`src/rtl/pfrgba_pkg.sv`:
```
// Package for the pattern file to RGBA decoder: constants, status codes and
// the captured header record. No dependencies.
`timescale 1ns / 1ps

package pfrgba_pkg;

  // Fixed header geometry and identification.
  localparam int unsigned HdrBytes  = 24;
  localparam logic [31:0] MagicGpat = 32'h4750_4154;
  localparam logic [31:0] VersionOne = 32'd1;

  // Configuration port geometry and reset values.
  localparam int unsigned MaxSideW  = 32;
  localparam int unsigned MaxPixW   = 41;
  localparam int unsigned CfgDataW  = 41;
  localparam int unsigned CfgIdxW   = 1;
  localparam logic [MaxSideW-1:0] MaxSideRst = 32'd524288;
  localparam logic [MaxPixW-1:0]  MaxPixRst  = 41'd268435456;

  // Register indexes of the configuration port.
  typedef enum logic [CfgIdxW-1:0] {
    CFG_MAX_SIDE   = 1'b0,
    CFG_MAX_PIXELS = 1'b1
  } cfg_idx_e;

  // Result status codes.
  typedef enum logic [1:0] {
    ST_OK      = 2'd0,
    ST_TRUNC   = 2'd1,
    ST_INVALID = 2'd2,
    ST_LARGE   = 2'd3
  } status_e;

  // Header words as captured from the file.
  typedef struct packed {
    logic [31:0] hlen;
    logic [31:0] version;
    logic [31:0] width;
    logic [31:0] height;
    logic [31:0] depth;
    logic [31:0] magic;
  } hdr_t;

endpackage

```
`src/rtl/pfrgba_if.sv`:
```
// Stream interfaces of the pattern decoder: file bytes in, RGBA results out.
// Depends on nothing but the valid/ready handshake convention.
`timescale 1ns / 1ps

interface pfrgba_byte_if;
  logic       valid;
  logic       ready;
  logic [7:0] data_byte;
  logic       end_of_file;

  modport source (output valid, output data_byte, output end_of_file, input ready);
  modport sink   (input valid, input data_byte, input end_of_file, output ready);
endinterface

interface pfrgba_pix_if;
  logic        valid;
  logic        ready;
  logic [7:0]  red;
  logic [7:0]  green;
  logic [7:0]  blue;
  logic [7:0]  alpha;
  logic        pixel_valid;
  logic [1:0]  status;
  logic        final_result;
  logic [31:0] image_width;
  logic [31:0] image_height;

  modport source (output valid, output red, output green, output blue, output alpha,
                  output pixel_valid, output status, output final_result,
                  output image_width, output image_height, input ready);
  modport sink   (input valid, input red, input green, input blue, input alpha,
                  input pixel_valid, input status, input final_result,
                  input image_width, input image_height, output ready);
endinterface

```
`src/rtl/pattern_file_to_rgba_unit.sv`:
```
// Top level of the pattern file to RGBA decoder.
// Uses pfrgba_pkg, the pfrgba_byte_if / pfrgba_pix_if interfaces and pfrgba_hdr_check.
`timescale 1ns / 1ps

// The decoder takes one file byte per transfer and accepts a byte in every
// cycle; each byte passes through one stage of logic into the result register,
// so a result appears in the cycle after the byte that causes it. The result
// register is backed by the ready of the output channel: the input stalls only
// while a finished result waits there and the consumer is not ready. Header
// words are captured big-endian; after the 24th byte one result with an
// invalid or too-large status ends a rejected file. Pixels are sent as they
// complete, before the end of the file is seen, so on a truncated status the
// consumer must discard every pixel of that file. A byte with end_of_file set
// returns the decoder to the start of a new file. The user writes the size limits
// through the configuration port only while the decoder is idle; the block does not enforce it.

module pattern_file_to_rgba_unit (
  input  logic                                clk_i,
  input  logic                                rst_ni,
  pfrgba_byte_if.sink                         byte_i,
  pfrgba_pix_if.source                        pix_o,
  input  logic                                cfg_we_i,
  input  logic [pfrgba_pkg::CfgIdxW-1:0]      cfg_idx_i,
  input  logic [pfrgba_pkg::CfgDataW-1:0]     cfg_data_i
);

  // Decoder phases.
  localparam logic [1:0] PhHeader = 2'd0;
  localparam logic [1:0] PhSkip   = 2'd1;
  localparam logic [1:0] PhPixels = 2'd2;
  localparam logic [1:0] PhDrain  = 2'd3;

  logic [pfrgba_pkg::MaxSideW-1:0] max_side_q;
  logic [pfrgba_pkg::MaxPixW-1:0]  max_pixels_q;

  logic [1:0]        phase_q, phase_d;
  logic [31:0]       bytepos_q, bytepos_d;
  pfrgba_pkg::hdr_t  hdr_q, hdr_d, hdr_nx;
  logic [40:0]       pix_left_q, pix_left_d;
  logic [23:0]       partial_q, partial_d;
  logic [1:0]        bip_q, bip_d;

  logic [pfrgba_pkg::MaxPixW-1:0] area;
  pfrgba_pkg::status_e  chk_status;

  logic        accept;
  logic [7:0]  in_byte;
  logic        in_eof;
  logic [31:0] byte_sh;

  // Result produced by the current byte.
  logic                 em;
  logic                 em_pvalid;
  pfrgba_pkg::status_e  em_status;
  logic                 em_final;
  logic [7:0]           px_r, px_g, px_b, px_a;
  logic [7:0]           v0, v1, v2, v3;
  logic [2:0]           depth;
  logic                 restart;

  // Output register.
  logic                 out_valid_q;
  logic [7:0]           r_q, g_q, b_q, a_q;
  logic                 pvalid_q;
  pfrgba_pkg::status_e  status_q;
  logic                 final_q;
  logic [31:0]          width_q, height_q;

  assign in_byte = byte_i.data_byte;
  assign in_eof  = byte_i.end_of_file;
  assign byte_i.ready = !out_valid_q || pix_o.ready;
  assign accept = byte_i.valid && byte_i.ready;

  // Configuration registers.
  always_ff @(posedge clk_i or negedge rst_ni) begin
    if (!rst_ni) begin
      max_side_q   <= pfrgba_pkg::MaxSideRst;
      max_pixels_q <= pfrgba_pkg::MaxPixRst;
    end else if (cfg_we_i) begin
      case (cfg_idx_i)
        pfrgba_pkg::CFG_MAX_SIDE:   max_side_q   <= cfg_data_i[pfrgba_pkg::MaxSideW-1:0];
        pfrgba_pkg::CFG_MAX_PIXELS: max_pixels_q <= cfg_data_i[pfrgba_pkg::MaxPixW-1:0];
        default: ;
      endcase
    end
  end

  // Header capture: the byte lands in its big-endian lane of the current word.
  always_comb begin
    hdr_nx  = hdr_q;
    byte_sh = {24'd0, in_byte} << {~bytepos_q[1:0], 3'b000};
    if (phase_q == PhHeader) begin
      case (bytepos_q[4:2])
        3'd0:    hdr_nx.hlen    = hdr_q.hlen | byte_sh;
        3'd1:    hdr_nx.version = hdr_q.version | byte_sh;
        3'd2:    hdr_nx.width   = hdr_q.width | byte_sh;
        3'd3:    hdr_nx.height  = hdr_q.height | byte_sh;
        3'd4:    hdr_nx.depth   = hdr_q.depth | byte_sh;
        default: hdr_nx.magic   = hdr_q.magic | byte_sh;
      endcase
    end
  end

  pfrgba_hdr_check u_hdr_check (
    .clk_i        (clk_i),
    .rst_ni       (rst_ni),
    .hdr_i        (hdr_nx),
    .max_side_i   (max_side_q),
    .max_pixels_i (max_pixels_q),
    .area_o       (area),
    .status_o     (chk_status)
  );

  // Pixel assembly: earlier bytes sit in the partial word, the current byte
  // takes the lane of its position within the pixel.
  always_comb begin
    depth = hdr_q.depth[2:0];
    v0 = partial_q[23:16];
    v1 = partial_q[15:8];
    v2 = partial_q[7:0];
    v3 = 8'd0;
    case (bip_q)
      2'd0:    v0 = in_byte;
      2'd1:    v1 = in_byte;
      2'd2:    v2 = in_byte;
      default: v3 = in_byte;
    endcase
    if (depth <= 3'd2) begin
      px_r = v0;
      px_g = v0;
      px_b = v0;
      px_a = (depth == 3'd2) ? v1 : 8'hFF;
    end else begin
      px_r = v0;
      px_g = v1;
      px_b = v2;
      px_a = (depth == 3'd4) ? v3 : 8'hFF;
    end
  end

  // Decoder step for one accepted byte.
  always_comb begin
    phase_d    = phase_q;
    bytepos_d  = bytepos_q;
    hdr_d      = hdr_nx;
    pix_left_d = pix_left_q;
    partial_d  = partial_q;
    bip_d      = bip_q;
    em         = 1'b0;
    em_pvalid  = 1'b0;
    em_status  = pfrgba_pkg::ST_OK;
    em_final   = 1'b0;
    restart    = 1'b0;

    case (phase_q)
      PhHeader: begin
        bytepos_d = bytepos_q + 32'd1;
        if (bytepos_d == 32'(pfrgba_pkg::HdrBytes)) begin
          if (chk_status != pfrgba_pkg::ST_OK) begin
            em        = 1'b1;
            em_status = chk_status;
            em_final  = 1'b1;
            restart   = in_eof;
            phase_d   = PhDrain;
          end else begin
            pix_left_d = area;
            phase_d    = PhSkip;
            if (in_eof) begin
              em        = 1'b1;
              em_status = pfrgba_pkg::ST_TRUNC;
              em_final  = 1'b1;
              restart   = 1'b1;
            end
          end
        end else if (in_eof) begin
          em        = 1'b1;
          em_status = pfrgba_pkg::ST_TRUNC;
          em_final  = 1'b1;
          restart   = 1'b1;
        end
      end
      PhSkip: begin
        bytepos_d = bytepos_q + 32'd1;
        if (bytepos_d == hdr_q.hlen) begin
          phase_d = PhPixels;
        end
        if (in_eof) begin
          em        = 1'b1;
          em_status = pfrgba_pkg::ST_TRUNC;
          em_final  = 1'b1;
          restart   = 1'b1;
        end
      end
      PhPixels: begin
        if (({1'b0, bip_q} + 3'd1) < depth) begin
          case (bip_q)
            2'd0:    partial_d = partial_q | {in_byte, 16'd0};
            2'd1:    partial_d = partial_q | {8'd0, in_byte, 8'd0};
            default: partial_d = partial_q | {16'd0, in_byte};
          endcase
          bip_d = bip_q + 2'd1;
          if (in_eof) begin
            em        = 1'b1;
            em_status = pfrgba_pkg::ST_TRUNC;
            em_final  = 1'b1;
            restart   = 1'b1;
          end
        end else begin
          bip_d      = 2'd0;
          partial_d  = '0;
          pix_left_d = pix_left_q - 41'd1;
          if (pix_left_q == 41'd1) begin
            // Last pixel of the image.
            em        = 1'b1;
            em_pvalid = 1'b1;
            em_final  = 1'b1;
            restart   = in_eof;
            phase_d   = PhDrain;
          end else if (!in_eof) begin
            em        = 1'b1;
            em_pvalid = 1'b1;
          end else begin
            // End of file inside the image: the completed pixel is dropped.
            em        = 1'b1;
            em_status = pfrgba_pkg::ST_TRUNC;
            em_final  = 1'b1;
            restart   = 1'b1;
          end
        end
      end
      default: begin
        restart = in_eof;
      end
    endcase

    if (restart) begin
      phase_d    = PhHeader;
      bytepos_d  = '0;
      hdr_d      = '0;
      pix_left_d = '0;
      partial_d  = '0;
      bip_d      = '0;
    end
  end

  // Decoder state.
  always_ff @(posedge clk_i or negedge rst_ni) begin
    if (!rst_ni) begin
      phase_q    <= PhHeader;
      bytepos_q  <= '0;
      hdr_q      <= '0;
      pix_left_q <= '0;
      partial_q  <= '0;
      bip_q      <= '0;
    end else if (accept) begin
      phase_q    <= phase_d;
      bytepos_q  <= bytepos_d;
      hdr_q      <= hdr_d;
      pix_left_q <= pix_left_d;
      partial_q  <= partial_d;
      bip_q      <= bip_d;
    end
  end

  // Result register valid flag.
  always_ff @(posedge clk_i or negedge rst_ni) begin
    if (!rst_ni) begin
      out_valid_q <= 1'b0;
    end else if (accept && em) begin
      out_valid_q <= 1'b1;
    end else if (pix_o.ready) begin
      out_valid_q <= 1'b0;
    end
  end

  // Result payload; pixel channels read zero on a status-only result.
  always_ff @(posedge clk_i) begin
    if (accept && em) begin
      r_q      <= em_pvalid ? px_r : 8'd0;
      g_q      <= em_pvalid ? px_g : 8'd0;
      b_q      <= em_pvalid ? px_b : 8'd0;
      a_q      <= em_pvalid ? px_a : 8'd0;
      pvalid_q <= em_pvalid;
      status_q <= em_status;
      final_q  <= em_final;
      width_q  <= hdr_nx.width;
      height_q <= hdr_nx.height;
    end
  end

  assign pix_o.valid        = out_valid_q;
  assign pix_o.red          = r_q;
  assign pix_o.green        = g_q;
  assign pix_o.blue         = b_q;
  assign pix_o.alpha        = a_q;
  assign pix_o.pixel_valid  = pvalid_q;
  assign pix_o.status       = status_q;
  assign pix_o.final_result = final_q;
  assign pix_o.image_width  = width_q;
  assign pix_o.image_height = height_q;

endmodule

```
`src/rtl/pfrgba_hdr_check.sv`:
```
// Header checker: validates the captured header and tests it against limits.
// Uses pfrgba_pkg for the header record, the magic word and status codes.
`timescale 1ns / 1ps

module pfrgba_hdr_check (
  input  logic                                clk_i,
  input  logic                                rst_ni,
  input  pfrgba_pkg::hdr_t                    hdr_i,
  input  logic [pfrgba_pkg::MaxSideW-1:0]     max_side_i,
  input  logic [pfrgba_pkg::MaxPixW-1:0]      max_pixels_i,
  output logic [pfrgba_pkg::MaxPixW-1:0]      area_o,
  output pfrgba_pkg::status_e                 status_o
);

  logic [63:0] area_q;
  logic        bad_fmt;
  logic        too_big;

  // The area is registered every cycle. Width and height are complete eight
  // bytes before the last header byte, so the product is settled by the check.
  always_ff @(posedge clk_i or negedge rst_ni) begin
    if (!rst_ni) begin
      area_q <= '0;
    end else begin
      area_q <= {32'd0, hdr_i.width} * {32'd0, hdr_i.height};
    end
  end

  // Format checks come first, then the size limits.
  always_comb begin
    bad_fmt = (hdr_i.magic != pfrgba_pkg::MagicGpat) ||
              (hdr_i.version != pfrgba_pkg::VersionOne) ||
              (hdr_i.hlen <= 32'(pfrgba_pkg::HdrBytes)) ||
              (hdr_i.depth == 32'd0) || (hdr_i.depth > 32'd4) ||
              (hdr_i.width == 32'd0) || (hdr_i.height == 32'd0);
    too_big = (hdr_i.width > max_side_i) || (hdr_i.height > max_side_i) ||
              (area_q > {23'd0, max_pixels_i});
    if (bad_fmt) begin
      status_o = pfrgba_pkg::ST_INVALID;
    end else if (too_big) begin
      status_o = pfrgba_pkg::ST_LARGE;
    end else begin
      status_o = pfrgba_pkg::ST_OK;
    end
  end

  // Only the low bits seed the pixel count; a larger area is rejected above.
  assign area_o = area_q[pfrgba_pkg::MaxPixW-1:0];

endmodule

```
`src/flat_wrapper.sv`:
```
// flat-port wrapper written by rule: the top's interface ports become plain ports
module pattern_file_to_rgba_unit_flat 
  (clk_i, rst_ni, cfg_we_i, cfg_idx_i, cfg_data_i, byte_i_valid, byte_i_data_byte, byte_i_end_of_file, byte_i_ready, pix_o_valid, pix_o_red, pix_o_green, pix_o_blue, pix_o_alpha, pix_o_pixel_valid, pix_o_status, pix_o_final_result, pix_o_image_width, pix_o_image_height, pix_o_ready);
  pfrgba_byte_if byte_i_i ();
  pfrgba_pix_if pix_o_i ();
  input  logic clk_i;
  input  logic rst_ni;
  input  logic cfg_we_i;
  input  logic [pfrgba_pkg::CfgIdxW-1:0] cfg_idx_i;
  input  logic [pfrgba_pkg::CfgDataW-1:0] cfg_data_i;
  input wire logic [$bits(byte_i_i.valid)-1:0] byte_i_valid;
  input wire logic [$bits(byte_i_i.data_byte)-1:0] byte_i_data_byte;
  input wire logic [$bits(byte_i_i.end_of_file)-1:0] byte_i_end_of_file;
  output wire logic [$bits(byte_i_i.ready)-1:0] byte_i_ready;
  output wire logic [$bits(pix_o_i.valid)-1:0] pix_o_valid;
  output wire logic [$bits(pix_o_i.red)-1:0] pix_o_red;
  output wire logic [$bits(pix_o_i.green)-1:0] pix_o_green;
  output wire logic [$bits(pix_o_i.blue)-1:0] pix_o_blue;
  output wire logic [$bits(pix_o_i.alpha)-1:0] pix_o_alpha;
  output wire logic [$bits(pix_o_i.pixel_valid)-1:0] pix_o_pixel_valid;
  output wire logic [$bits(pix_o_i.status)-1:0] pix_o_status;
  output wire logic [$bits(pix_o_i.final_result)-1:0] pix_o_final_result;
  output wire logic [$bits(pix_o_i.image_width)-1:0] pix_o_image_width;
  output wire logic [$bits(pix_o_i.image_height)-1:0] pix_o_image_height;
  input wire logic [$bits(pix_o_i.ready)-1:0] pix_o_ready;
  assign byte_i_i.valid = byte_i_valid;
  assign byte_i_i.data_byte = byte_i_data_byte;
  assign byte_i_i.end_of_file = byte_i_end_of_file;
  assign byte_i_ready = byte_i_i.ready;
  assign pix_o_valid = pix_o_i.valid;
  assign pix_o_red = pix_o_i.red;
  assign pix_o_green = pix_o_i.green;
  assign pix_o_blue = pix_o_i.blue;
  assign pix_o_alpha = pix_o_i.alpha;
  assign pix_o_pixel_valid = pix_o_i.pixel_valid;
  assign pix_o_status = pix_o_i.status;
  assign pix_o_final_result = pix_o_i.final_result;
  assign pix_o_image_width = pix_o_i.image_width;
  assign pix_o_image_height = pix_o_i.image_height;
  assign pix_o_i.ready = pix_o_ready;
  pattern_file_to_rgba_unit u_core (.clk_i(clk_i), .rst_ni(rst_ni), .byte_i(byte_i_i), .pix_o(pix_o_i), .cfg_we_i(cfg_we_i), .cfg_idx_i(cfg_idx_i), .cfg_data_i(cfg_data_i));
endmodule
```
`config.mk`:
```
export PLATFORM = sky130hd
export DESIGN_NAME = pattern_file_to_rgba_unit_flat
export DESIGN_NICKNAME = d
export VERILOG_FILES = /design/src/rtl/pfrgba_pkg.sv /design/src/rtl/pfrgba_if.sv /design/src/rtl/pattern_file_to_rgba_unit.sv /design/src/rtl/pfrgba_hdr_check.sv /design/src/flat_wrapper.sv
export SDC_FILE = /design/constraint.sdc
export NUM_CORES = 2
export LEC_CHECK = 0
export ABC_CLOCK_PERIOD_IN_PS = 12620
export BUFFER_PORTS_ARGS = -buffer_cell sky130_fd_sc_hd__buf_4
export CORE_ASPECT_RATIO = 1.5
export CORE_UTILIZATION = 25
export DETAILED_ROUTE_END_ITERATION = 7
export PLACE_DENSITY_LB_ADDON = 0.25
export SYNTH_ARGS = -nofsm -noshare
export SYNTH_HDL_FRONTEND = slang
export SYNTH_SLANG_ARGS = --single-unit
export TNS_END_PERCENT = 10
```
`constraint.sdc`:
```
create_clock -name clk_i -period 12.62 [get_ports clk_i]
set_clock_uncertainty 0.15 [all_clocks]
set_input_delay 2.524 -clock clk_i [delete_from_list [all_inputs] [get_ports clk_i]]
set_output_delay 2.524 -clock clk_i [all_outputs]
set_load 0.1 [all_outputs]
```
==> results list <==
* Violations in the final reports: design-rule violations
- Arrival time at the worst endpoint: 11.84 ns
* Final critical-path share of the clock period: 90.1%
- Horiz. Die Dim: 397 um
- The detail route stage leaves a number of antenna-violating nets equal to 0.
- Total Wirelength: 245,000 um
- Count of buffers inserted at the top-level ports: 157
* Largest buffer count on any clock path: 3
* CP endpoint kind: register
* Via count: 48,100
* Setup repair after global routing missed its margin: false
- The slowest stage of the critical path is the sky130_fd_sc_hd__nor2_1 cell.
* Number of gates given a new drive strength after cts: 0
- Setup total negative slack on the finished layout was measured at 0 ns.
- CTS placed an instance of sky130_fd_sc_hd__clkbuf_16 at the clock tree root.
- The tool flagged a number of max-cap violations equal to 0.
* Placer Congestion: 0.988
- Dividing the detail-routed wire length by the instance count gives 25.4 um.
- Flip-flop and latch count after synthesis: 531
- Fraction of layout instances using a drive strength above 1: 9.87%
- Setup violations remaining at the end of the flow were counted as 0.
- DRC marker count from the first detailed-route iteration: 3,504
* Post-synthesis sequential area ratio: 23.6%
* Layout overhead on the synthesized area: 13.1%
- VDD sags by at most 0.124 mV.
- CTS tree: built
- Post-synth top area cell: sky130_fd_sc_hd__fa_1
- Total net switching power: 2.72 mW
* Detailed Place HPWL: 188,000 um
- After clock tree synthesis, the clock-pin slew on the worst setup and hold paths is 0.06 ns.
* Chip height: 594 um
- Initial antenna violation count: 8
- Startpoint types: input port
- Net switching is 42.9% of the power.
* Fraction of post-synthesis cell area in the top cell type by area: 30.7%
- In this run, synthesis inferred 100 flip-flops with an integrated enable.
- For this run the aggregate overflow at the end of global routing stands at 0.
* Internal power: 3.62 mW
* Delay of the slowest critical-path stage: 0.61 ns
- Core region area: 0.233 mm2
- Max-slew violation total from the final report: 0
- Warnings from Yosys: 0
* Status: finished, violations left
- For this run, the post-layout net count is 7,850.
* Largest cells by area after synthesis: sky130_fd_sc_hd__fa_1 31%, sky130_fd_sc_hd__dfrtp_1 18%, sky130_fd_sc_hd__ha_1 8.2%, sky130_fd_sc_hd__inv_1 6.6%, sky130_fd_sc_hd__nor2_1 6.1%
* Placed cell areas: 0.0641 mm2
- WP data required: 13.09 ns
- In this run the power density over the cells is 95.8 mW/mm2.
- 158 I/O pins were placed.
- Number of buffers added by the clock tree synthesis step: 59
* Fraction of synthesis flops using an asynchronous set or reset pin: 81.2%
- Path type of the worst setup path: in -> reg
- Entering global routing, the biggest net connects 135 pins.
- In this run the worst path has a maximum fanout of 23.
- Fill cells in the final layout number 24,700.
- In this run, the clock network consumes 29.8% of the power.
- Global-route wire length before repair: 356,000 um
* Number of different library cells in the post-synthesis netlist: 93
- The worst pin sits at a relative slew slack of 9.24%.
* Post-Syn Nets: 7,781
* Most instantiated library cell after synthesis: sky130_fd_sc_hd__inv_1
- Average cell area after synthesis: 9.07 um2
- Before CTS, the worst setup slack after placement is 0.730 ns.
- # H-tree levels: 2
- After clock tree synthesis, the flow added hold-fix buffers numbering 0.
- Post-route setup slack: 1.25 ns
- The clock drives 531 sinks.
- Area enclosed by the die boundary: 0.236 mm2
* Overall Global Routing Usage: 20.7%
* Later-pin clock latency in the skew report: 0.74 ns
* Site Rows: 217
- Counting stages on the worst path, the most repeated cell is sky130_fd_sc_hd__fa_1.
* Tmin final: 11.37 ns
- After synthesis the cells add up to 0.0585 mm2.
* Measured slew at the worst slew-check pin: 1.36 ns
* Highest attainable clock frequency: 88.0 MHz
- In this run, the combinational gates consume 36.3% of the power.
- The hold violation total from the final report was 0.
- Total DRC errors in the routed layout: 22
* Cells after Synth: 6,446
- The number of setup buffers added after CTS is 0.
- Dividing the detail-routed via count by the number of cells gives 4.99.
* Top cells by count, synth: 1,027 x sky130_fd_sc_hd__inv_1, 952 x sky130_fd_sc_hd__nor2_1, 896 x sky130_fd_sc_hd__fa_1, 612 x sky130_fd_sc_hd__nand2_1, 429 x sky130_fd_sc_hd__dfrtp_1
* Top flip-flop cell by instance count after synthesis: sky130_fd_sc_hd__dfrtp_1
- The number of global-route vias before repair was 50,900.
- After routing the design area is 0.0661 mm2.
- For this configuration, the core starts out at a cell density of 25.1%.
* Total Power Consumption: 6.34 mW
- Sequential cells account for 33.9% of the total power.
* Detailed Routing Iterations Pass 1: 8
* Leakage power total: 31.2 nW
- The worst hold path belongs to the class reg -> reg.
## per-layer routing
layer	track usage [%]	wire length [um]
met1	22.2	85300
met2	36.8	126000
met3	2.69	12300
met4	15.6	21600
met5	0	23
## critical path, delay by kind of cell
family,cells,cell delay (ns)
AOI/OAI and AO/OA,9,2.46
adders and majority gates,9,4.55
buffers and inverters,5,1.32
and+or+nand+nor,4,0.94
## kinds of logic after synthesis
kind of cell / Yosys count / synth area share [%]
AND/OR/NAND/NOR: 2101 / 15.9
buffers and inverters: 1417 / 9.21
adder cells (fa/ha/maj): 1280 / 38.9
AO/OA/AOI/OAI: 930 / 9.34
flip-flops: 531 / 23.6
XOR/XNOR: 107 / 1.63
multiplexers: 80 / 1.48
## cell type report
| type | count | area [um2] | area share (%) |
|---|---|---|---|
| clock inverter | 41 | 507 | 0.766 |
| sequential | 531 | 13800 | 20.8 |
| inverter | 1049 | 3940 | 5.95 |
| tap | 3066 | 3840 | 5.80 |
| timing repair buffer | 376 | 2890 | 4.37 |
| multi-input combinational | 4498 | 39600 | 59.9 |
| antenna | 5 | 12.5 | 0.0189 |
| clock buffer | 71 | 1560 | 2.36 |
## cell usage in the layout (no fill, tap or decap), types with 15 or more instances in the layout
master	n
sky130_fd_sc_hd__a211oi_1	23
sky130_fd_sc_hd__a21o_1	50
sky130_fd_sc_hd__a21oi_1	353
sky130_fd_sc_hd__a21oi_2	46
sky130_fd_sc_hd__a31oi_1	53
sky130_fd_sc_hd__and2_1	20
sky130_fd_sc_hd__and3_1	35
sky130_fd_sc_hd__and4_1	18
sky130_fd_sc_hd__buf_4	370
sky130_fd_sc_hd__clkbuf_16	59
sky130_fd_sc_hd__clkinv_1	22
sky130_fd_sc_hd__dfrtp_1	428
sky130_fd_sc_hd__edfxtp_1	100
sky130_fd_sc_hd__fa_1	896
sky130_fd_sc_hd__ha_1	382
sky130_fd_sc_hd__inv_1	1027
sky130_fd_sc_hd__mux2_2	51
sky130_fd_sc_hd__mux2i_1	29
sky130_fd_sc_hd__nand2_1	611
sky130_fd_sc_hd__nand2b_1	26
sky130_fd_sc_hd__nand3_1	63
sky130_fd_sc_hd__nand4_1	62
sky130_fd_sc_hd__nor2_1	947
sky130_fd_sc_hd__nor2b_1	29
sky130_fd_sc_hd__nor3_1	99
sky130_fd_sc_hd__nor4_1	83
sky130_fd_sc_hd__o21ai_0	218
sky130_fd_sc_hd__o21ai_2	20
sky130_fd_sc_hd__o21bai_1	15
sky130_fd_sc_hd__o31ai_1	19
sky130_fd_sc_hd__or3_1	19
sky130_fd_sc_hd__xnor2_1	63
sky130_fd_sc_hd__xor2_1	43
## flip-flops by register name, summed over array words and instances (netlist names)
| name | cells |
|---|---|
| u_core.pix_o.status | 2 |
| u_core.pix_o.image_height | 32 |
| u_core.pix_o.alpha | 8 |
| u_core.hdr_q | 189 |
| u_core.bytepos_q | 32 |
| u_core.bip_q | 2 |
| u_core.phase_q | 2 |
| u_core.max_side_q | 32 |
| u_core.depth | 3 |
| u_core.pix_o.blue | 8 |
| u_core.pix_o.green | 8 |
| u_core.partial_q | 24 |
| u_core.pix_left_q | 41 |
| u_core.pix_o.pixel_valid | 1 |
| u_core.max_pixels_q | 41 |
| u_core.pix_o.valid | 1 |
| u_core.pix_o.image_width | 32 |
| u_core.pix_o.final_result | 1 |
| u_core.pix_o.red | 8 |
| u_core.u_hdr_check.area_q | 64 |
## through the flow
stage | hold WS [ns] | instances | utilization [%]
6_report | 0.341 | 9637 | 28.4
5_1_grt | 0.362 | 9633 | 28.4
4_1_cts | 0.347 | 9632 | 28.4
3_5_place_dp | 0.330 | 9520 | 27.5
3_3_place_gp | 0.323 | 9520 | 27.5
2_1_floorplan | 0.309 | 6446 | -
## power by group through the flow
stage | Combinational, mW | Clock (mW) | Sequential (mW)
2_1_floorplan | 1.13 | 0 | 2.59
3_3_place_gp | 2.28 | 0 | 2.19
3_5_place_dp | 2.29 | 0 | 2.19
4_1_cts | 2.30 | 1.94 | 2.16
5_1_grt | 2.47 | 2.00 | 2.18
6_report | 2.30 | 1.89 | 2.15
## worst paths after layout
check | start | endpoint | slack [ns] | cells past startpoint
max | byte_i_data_byte[5] | u_core.u_hdr_check.area_q[58] | 1.25 | 27
min | u_core.partial_q[20] | u_core.partial_q[20] | 0.34 | 2
max reg2reg | u_core.phase_q[0] | u_core.u_hdr_check.area_q[40] | 1.52 | 30
min reg2reg | u_core.partial_q[20] | u_core.partial_q[20] | 0.34 | 2
max in group asynchronous | rst_ni | u_core.hdr_q[10] | 8.31 | 3
min in group asynchronous | rst_ni | u_core.u_hdr_check.area_q[41] | 1.70 | 1
Note: power is estimated with default switching activity, not from simulation.
